===== src/rtl/core/toch_pkg.sv =====
// ----------------------------------------------------------------------------
// toch_pkg: shared types and constants of the checkpoint history
// Command codes, sequencer states, stream widths and the control and flag
// bundles that pass between the sequencer and the row of history cells.
// ----------------------------------------------------------------------------
package toch_pkg;

	localparam int TICK_W    = 64;
	localparam int HANDLE_W  = 64;
	localparam int CAP_W     = 5;
	localparam int CNT_OUT_W = 5;
	localparam int CMD_W     = 2;

	// Packed field widths of the two streams, rounded up to whole bytes.
	localparam int S_FIELDS_W = TICK_W + HANDLE_W + 1;
	localparam int S_TDATA_W  = ((S_FIELDS_W + 7) / 8) * 8;
	localparam int M_FIELDS_W = 1 + HANDLE_W + CNT_OUT_W + 1 + TICK_W + TICK_W;
	localparam int M_TDATA_W  = ((M_FIELDS_W + 7) / 8) * 8;

	localparam logic [CAP_W-1:0] CAP_RESET = CAP_W'(16);

	localparam logic [CMD_W-1:0] CMD_CAPTURE = 2'd0;
	localparam logic [CMD_W-1:0] CMD_RESTORE = 2'd1;
	localparam logic [CMD_W-1:0] CMD_DISCARD = 2'd2;
	localparam logic [CMD_W-1:0] CMD_QUERY   = 2'd3;

	typedef enum logic [2:0] {
		ST_IDLE,
		ST_CMP,
		ST_EVAL,
		ST_DROP,
		ST_WRITE,
		ST_TRIM,
		ST_DONE
	} toch_state_t;

	// Broadcast to every cell in the row.
	typedef struct packed {
		logic cmp;    // register the comparison flags against the key
		logic shift;  // take the neighbour's entry (shift towards the oldest end)
		logic load;   // the selected cell takes the new entry
	} cell_ctl_t;

	// Comparison of a cell's tick against the key, already masked by occupancy.
	typedef struct packed {
		logic lt;
		logic le;
		logic eq;
	} cell_flags_t;

endpackage


===== src/rtl/core/toch_cell.sv =====
// ----------------------------------------------------------------------------
// toch_cell: one slot of the checkpoint history row
// Holds one (tick, handle) pair, compares it against the broadcast key and
// hands its entry to the neighbour on the older side when the row shifts.
// ----------------------------------------------------------------------------
module toch_cell
	import toch_pkg::*;
(
	input  logic                clk,
	input  cell_ctl_t           ctl,
	input  logic                sel,
	input  logic                valid,
	input  logic                last,
	input  logic [TICK_W-1:0]   key,
	input  logic [HANDLE_W-1:0] new_handle,
	input  logic [TICK_W-1:0]   nb_tick,
	input  logic [HANDLE_W-1:0] nb_handle,
	output logic [TICK_W-1:0]   tick,
	output logic [HANDLE_W-1:0] handle,
	output logic [HANDLE_W-1:0] hit_handle,
	output logic [TICK_W-1:0]   last_tick,
	output cell_flags_t         flags
);

	logic [TICK_W-1:0]   tick_q;
	logic [HANDLE_W-1:0] handle_q;
	cell_flags_t         flags_q;

	always_ff @(posedge clk) begin
		if (ctl.load && sel) begin
			tick_q   <= key;
			handle_q <= new_handle;
		end else if (ctl.shift) begin
			tick_q   <= nb_tick;
			handle_q <= nb_handle;
		end
	end

	always_ff @(posedge clk) begin
		if (ctl.cmp) begin
			flags_q.lt <= tick_q < key;
			flags_q.le <= tick_q <= key;
			flags_q.eq <= tick_q == key;
		end
	end

	// Flags of an empty slot are forced low so the row reads as a clean prefix.
	assign flags.lt   = flags_q.lt & valid;
	assign flags.le   = flags_q.le & valid;
	assign flags.eq   = flags_q.eq & valid;
	assign tick       = tick_q;
	assign handle     = handle_q;
	assign hit_handle = flags.eq ? handle_q : '0;
	assign last_tick  = last ? tick_q : '0;

endmodule


===== config.mk =====
export PLATFORM = sky130hd
export DESIGN_NAME = toch_cell
export DESIGN_NICKNAME = d
export VERILOG_FILES = /design/src/rtl/core/toch_pkg.sv /design/src/rtl/core/toch_cell.sv
export SDC_FILE = /design/constraint.sdc
export NUM_CORES = 1
export LEC_CHECK = 0
export ABC_AREA = 1
export BUFFER_PORTS_ARGS = -buffer_cell sky130_fd_sc_hd__buf_2
export CORE_AREA = 4 4 202 204
export CTS_CLUSTER_DIAMETER = 120
export DETAILED_ROUTE_END_ITERATION = 6
export DIE_AREA = 0 0 206 208
export GPL_TIMING_DRIVEN = 0
export PLACE_DENSITY_LB_ADDON = 0.1
export SLEW_MARGIN = 30
export SYNTH_ARGS = -nofsm -noshare
export SYNTH_HDL_FRONTEND = slang
export SYNTH_SLANG_ARGS = --single-unit
export TNS_END_PERCENT = 5

===== constraint.sdc =====
create_clock -name clk -period 9.5 [get_ports clk]
set_clock_uncertainty 0.1 [all_clocks]
set_input_delay 0.95 -clock clk [delete_from_list [all_inputs] [get_ports clk]]
set_output_delay 0.95 -clock clk [all_outputs]
set_load 0.02 [all_outputs]

==> flow_summary.yaml, run 1 <==
yosys:
  postSynthRegisterBits: 131
  yosysUniqueCellTypes: 25
  synthTopCellsByArea: "edfxtp_1 (47%), mux2_4 (11%), ha_1 (9.5%)"
  synthesis.nets: 1229
  synth_top_area_frac: 0.469
  ys_warn_count: 0
  synth-edff-count: 131
  synthFlopType: "edfxtp_1"
  synth_top_area_cell: "edfxtp_1"
  syn_avg_cell_area_um2: 9.30
  synth_area_um2: 8390
  ys_seq_area_frac: 0.469
  synthArstFlopShare: 0
  synth_cells: 902
grt:
  grt_max_degree: 44
  grt.overflow.total: 0
  antenna_found_initial: 9
  grt_use_total: 0.155
  grt_pass1_wl_um: 49300
  grt_pass1_vias: 7947
floorplan:
  core_um2: 39300
  rows: 73
  die_x_um: 206
  initial_utilization: 0.214
  io_pins: 522
  die_y_um: 208
  dieArea_um2: 42800
drt:
  num_vias: 7885
  drt_first_pass_iters: 4
  drt_iter0_drc: 272
  post_drt_wl_per_cell_um: 17.4
  wirelength_um: 34600
  via_per_inst: 3.97
  drc: 0
  ant_nets: 0
final_layout:
  syn_to_final_growth_pct: 47.1
  final_cells: 1986
  final_cell_mix: "buf_2 (537), inv_1 (210), nand2_1 (192)"
  layout-drive-gt1-share: 0.446
  design_area_um2: 12300
  fin_util: 0.314
  final_common_cell: "buf_2"
  fin_nets: 1771
worst_setup_path:
  crit_start: "valid"
  r2r_start: "tick[31]$_DFFE_PP_"
  r2r_end: "flags_q[1]$_DFFE_PP_"
  r2r_setup_slack_ns: 7.39
  max_stage_delay_ns: 0.63
  path_cells: "buf_2 -> nand2_1 -> clkbuf_1 -> nor2_1 -> buf_2"
  slowest_stage: "clkbuf_1"
  arrival_ns: 2.21
  crit_type: "in2out"
  end_kind: "output port"
  path_delay_family: "buffers and inverters"
  path_buf_inv: 3
  worstPathRequired_ns: 8.45
  cpMostUsedCell: "buf_2"
  startpoint_type: "primary input"
  path_max_fanout: 10
  rr_worst_depth: 10
cts:
  cts_hold_buf: 0
  path_clk_slew_ns: 0.06
  cts-root-buf: "clkbuf_16"
  clockBufferDepth: 2
  cts_tree: "done"
  clk_latency_ns: 0.44
  clock_sinks: 131
  numCtsBuffers: 17
  post_cts_buffers: 0
  cts_htree_levels: 4
  ctsResizeCount: 0
timing:
  tns_ns: 0
  rsz0062_at_grt: "false"
  final_hold_viol_count: 0
  fmax_mhz: 307
  drv_slew: 0
  period_share: 0.343
  min_period_ns: 3.26
  maxSlewHeadroom: 0.441
  setup_viol: 0
  tightest_slew_ns: 0.838
min_path:
  min_path_type: "in2reg"
  worst_hold_startpoint: "ctl[2]"
  min_to: "flags_q[2]$_DFFE_PP_"
  hold_path_depth: 1
place:
  dpl_cell_area_um2: 11700
  dp.cells: 1950
  io_buffer_count: 520
  place.gp.congestion: 0.803
  dpl.hpwl_um: 28800
job:
  maxCapViolCount: 0
power:
  p_total_mw: 1.99
  leakage_nw: 7.18
  powerDensity_nw_per_um2: 161
  ir_worst_vdd_mv: 0.115
outcome:
  status: "finished, final reports clean"
[synthesized netlist by cell type (2+ instances only)]
cell and instances:
mux2_2 2, edfxtp_1 131, buf_6 8, nand3_2 2, nand4_1 5, nand2_1 193, inv_2 2, nor2_2 3
nor2_1 79, a21oi_1 29, mux2_4 63, ha_1 64, inv_1 210, o21ai_0 68, o21a_1 3, nand3_1 7
buf_2 17, clkbuf_1 9
[logic make-up after synthesis]
group,synth area share
fa+ha+maj,0.0954
simple gates,0.138
flops,0.469
buf+inv,0.121
mux,0.115
compound gates,0.0620
[routing by layer]
metal  up-vias  wire [um]  global-route usage
met3        35       2410              0.0383
met1      3581      14000               0.181
li1       3959          -                   -
met4         6        563              0.0468
met2       304      17600               0.278
met5         -         41                   0
[report_power, final]
part	internal, mW	leakage (nW)	switching [mW]
logic	0.205	5.58	0.315
registers	0.719	1.31	0.0527
clock network	0.437	0.294	0.263
total	1.36	7.18	0.631
[sequential cells by signal, summed over array words and instances, names as in the netlist]
name and flops:
handle 64, flags_q 3, tick 64
[worst max path at each step]
stage,slack [ns],to,cells past startpoint
after global placement,2.33,handle[39]$_DFFE_PP_,4
after detailed placement,6.23,last_tick[32],5
after CTS,6.23,last_tick[32],5
after global routing,6.15,last_tick[37],5
after floorplan,4.89,handle[0]$_DFFE_PP_,3
final,6.24,hit_handle[11],5
[worst reg2reg max path, cell delays in order, from the launching register on]
cell      delay [ns]
edfxtp_1        0.46
ha_1            0.36
nand2_1         0.08
nor2_1          0.14
nand2_1         0.09
nor2_2          0.20
nand2_1         0.08
nand2_1         0.08
nand2_1         0.08
nand2_2         0.12
nand2_1         0.06
[area by class of cell]
cell class,instances,area [um2]
Antenna cell,4,10.0
Clock inverter,11,160
Inverter,213,800
Clock buffer,21,440
Sequential cell,131,3930
Multi-Input combinational cell,523,3450
Tap cell,525,657
Timing Repair Buffer,523,2680
Fill cell,4293,26900
Buffer,35,213
[per-stage QoR]
step | setup slack, ns | hold WS, ns
after floorplan | 4.89 | 0.931
after global placement | 2.33 | 1.03
after detailed placement | 6.23 | 1.05
after CTS | 6.23 | 0.634
after global routing | 6.15 | 0.639
final | 6.24 | 0.671
No activity file was read; power rests on OpenSTA's default activity.
==> run 2: changes to the inputs <==
Settings changed: ABC_AREA 1 to 0, CORE_AREA 4 4 202 204 to 4 4 199 201, DIE_AREA 0 0 206 208 to 0 0 203 205.
Clock period 9.5 ns to 3.1 ns, I/O delays scaled along.
==> flow_summary.yaml, run 2 <==
worst_setup_path:
  end_kind: "flop"
  arrival_ns: 3.03
  path_delay_family: "simple AND/OR/NAND/NOR gates"
  path_buf_inv: 0
  worstPathRequired_ns: 3.18
  startpoint_type: "flop"
  max_stage_delay_ns: 0.57
  path_max_fanout: 5
  slowest_stage: "nor4_4"
  cpMostUsedCell: "nand4_2"
  path_cells: "ha_1 -> nand4_2 -> nor4_4 -> nand4_2 -> a31oi_1 -> nor4_2 -> or2_1"
  r2r_setup_slack_ns: 0.15
  crit_type: "reg2reg"
  r2r_start: "tick[62]$_DFFE_PP_"
  r2r_end: "flags_q[1]$_DFFE_PP_"
  rr_worst_depth: 7
floorplan:
  dieArea_um2: 41600
  core_um2: 37600
  die_x_um: 203
  die_y_um: 205
  rows: 71
  initial_utilization: 0.210
  io_pins: 522
power:
  clkPwrFrac: 0.338
  p_total_mw: 5.85
  powerDensity_nw_per_um2: 495
  swShare: 0.334
  p_sw_mw: 1.95
  leakage_nw: 6.07
  combPwrFrac: 0.258
  internal_power_mw: 3.90
  ir_worst_vdd_mv: 0.352
  seqPwrFrac: 0.404
drt:
  via_per_inst: 4.19
  wirelength_um: 35400
  num_vias: 7566
  drt_iter0_drc: 407
  ant_nets: 0
  drt_first_pass_iters: 4
  post_drt_wl_per_cell_um: 19.6
  drc: 0
yosys:
  synth_cells: 733
  synth_top_area_cell: "edfxtp_1"
  ys_top_cells_by_count: "edfxtp_1 (131), nand2_1 (85), o21ai_0 (71), inv_1 (68), and2_1 (67)"
  ys_warn_count: 0
  synthArstFlopShare: 0
  yosysUniqueCellTypes: 34
  syn_avg_cell_area_um2: 10.8
  postSynthRegisterBits: 131
  synth_area_um2: 7910
  synthTopCellsByArea: "edfxtp_1 (50%), ha_1 (10%), mux2_2 (9.3%)"
  synth_top_area_frac: 0.498
  ys_seq_area_frac: 0.498
  synth.most_common_cell: "edfxtp_1"
  synthesis.nets: 1060
  synthFlopType: "edfxtp_1"
  synth-edff-count: 131
final_layout:
  final_common_cell: "buf_2"
  layout-drive-gt1-share: 0.493
  fin_util: 0.314
  final_cells: 1806
  syn_to_final_growth_pct: 49.4
  final_cell_mix: "buf_2 (523), edfxtp_1 (131), nand2_1 (85)"
  fin_nets: 1602
grt:
  antenna_found_initial: 10
  grt_use_total: 0.162
  grt_pass1_wl_um: 49800
  grt.overflow.total: 0
  grt_pass1_vias: 7813
  grt_max_degree: 44
min_path:
  worst_hold_startpoint: "nb_tick[25]"
  hold_path_depth: 3
  min_path_type: "in2reg"
  min_to: "tick[25]$_DFFE_PP_"
outcome:
  status: "finished, final reports clean"
cts:
  cts_tree: "done"
  cts_htree_levels: 4
  numCtsBuffers: 17
  ctsResizeCount: 0
  clockBufferDepth: 2
  clk_latency_ns: 0.43
  cts-root-buf: "clkbuf_16"
  clock_sinks: 131
  path_clk_slew_ns: 0.06
place:
  dp.cells: 1766
  dpl.hpwl_um: 29500
  place.gp.congestion: 0.853
  io_buffer_count: 519
job:
  maxCapViolCount: 0
timing:
  fmax_mhz: 338
  min_period_ns: 2.95
  period_share: 0.953
  final_hold_viol_count: 0
  drv_slew: 0
  maxSlewHeadroom: 0.451
  rsz0062_at_grt: "false"
  tns_ns: 0
  whs_ns: 0.0505
  tightest_slew_ns: 0.824
  setup_viol: 0
[run 2: changes by cell type after synthesis, moves of 8 or more]
cell	previous run	this run
nand2_1	193	85
mux2_4	63	0
and3_1	0	64
buf_6	8	0
nor2_1	79	5
and2_1	0	67
buf_2	17	4
inv_1	210	68
mux2_2	2	65
clkbuf_1	9	33
[run 2: worst max path at each step]
stage | cells after the start | startpoint | slack (ns) | endpoint
floorplan | 4 | ctl[0] | 0.08 | handle[0]$_DFFE_PP_
global placement | 5 | ctl[0] | -2.20 | tick[50]$_DFFE_PP_
detailed placement | 7 | ctl[0] | -0.20 | tick[47]$_DFFE_PP_
CTS | 7 | tick[63]$_DFFE_PP_ | 0.09 | flags_q[1]$_DFFE_PP_
global route | 7 | tick[63]$_DFFE_PP_ | 0.05 | flags_q[1]$_DFFE_PP_
finish | 7 | tick[62]$_DFFE_PP_ | 0.15 | flags_q[1]$_DFFE_PP_
[run 2: cells by family after synthesis]
group                    synth area share
buffers and inverters              0.0529
AO/OA/AOI/OAI                      0.0744
multiplexers                       0.0926
AND/OR/NAND/NOR                     0.181
flip-flops                          0.498
adder cells (fa/ha/maj)             0.101
[run 2: final cells by class]
| cell class | instances | area (um2) |
|---|---|---|
| clock buffers | 17 | 425 |
| multi-input cells | 492 | 3560 |
| fillers | 4068 | 25800 |
| clock inverters | 15 | 135 |
| flip-flops and latches | 131 | 3930 |
| repair buffers | 523 | 2680 |
| well taps | 511 | 639 |
| inverters | 68 | 255 |
| diodes | 7 | 17.5 |
| plain buffers | 42 | 164 |
[run 2: tightest hold or removal path, delay by kind of cell]
kind / cells / cell delay (ns)
buffers and inverters: 1 / 0.07
AO/OA/AOI/OAI: 1 / 0.05
AND/OR/NAND/NOR: 1 / 0.03
[run 2: timing repair]
action / CTS / global route
setup endpoints to repair: 0 / 0
endpoints found under the hold margin: 3 / 0
hold buffers: 1 / 0
buffers inserted: 0 / 0
[run 2: layer usage]
| metal | track usage | wire length, um | vias up |
|---|---|---|---|
| met5 | 0 | 54 | - |
| met1 | 0.204 | 15100 | 3544 |
| met4 | 0.0483 | 598 | 8 |
| met2 | 0.275 | 17500 | 269 |
| met3 | 0.0394 | 2110 | 33 |
| li1 | - | - | 3712 |
[run 2: power groups by stage]
stage	combinational (mW)	clock [mW]	sequential, mW
after floorplan	0.626	0	2.60
after detailed placement	1.53	0	2.40
after global placement	1.52	0	2.41
after CTS	1.54	2.06	2.37
after global routing	1.66	2.14	2.39
final	1.51	1.98	2.36
[run 2: per-stage QoR]
stage               setup slack (ns)  instance area, um2
global placement               -2.20               11100
finish                         0.146               11800
global route                  0.0500               11800
floorplan                     0.0837                7910
CTS                           0.0888               11800
detailed placement            -0.203               11200
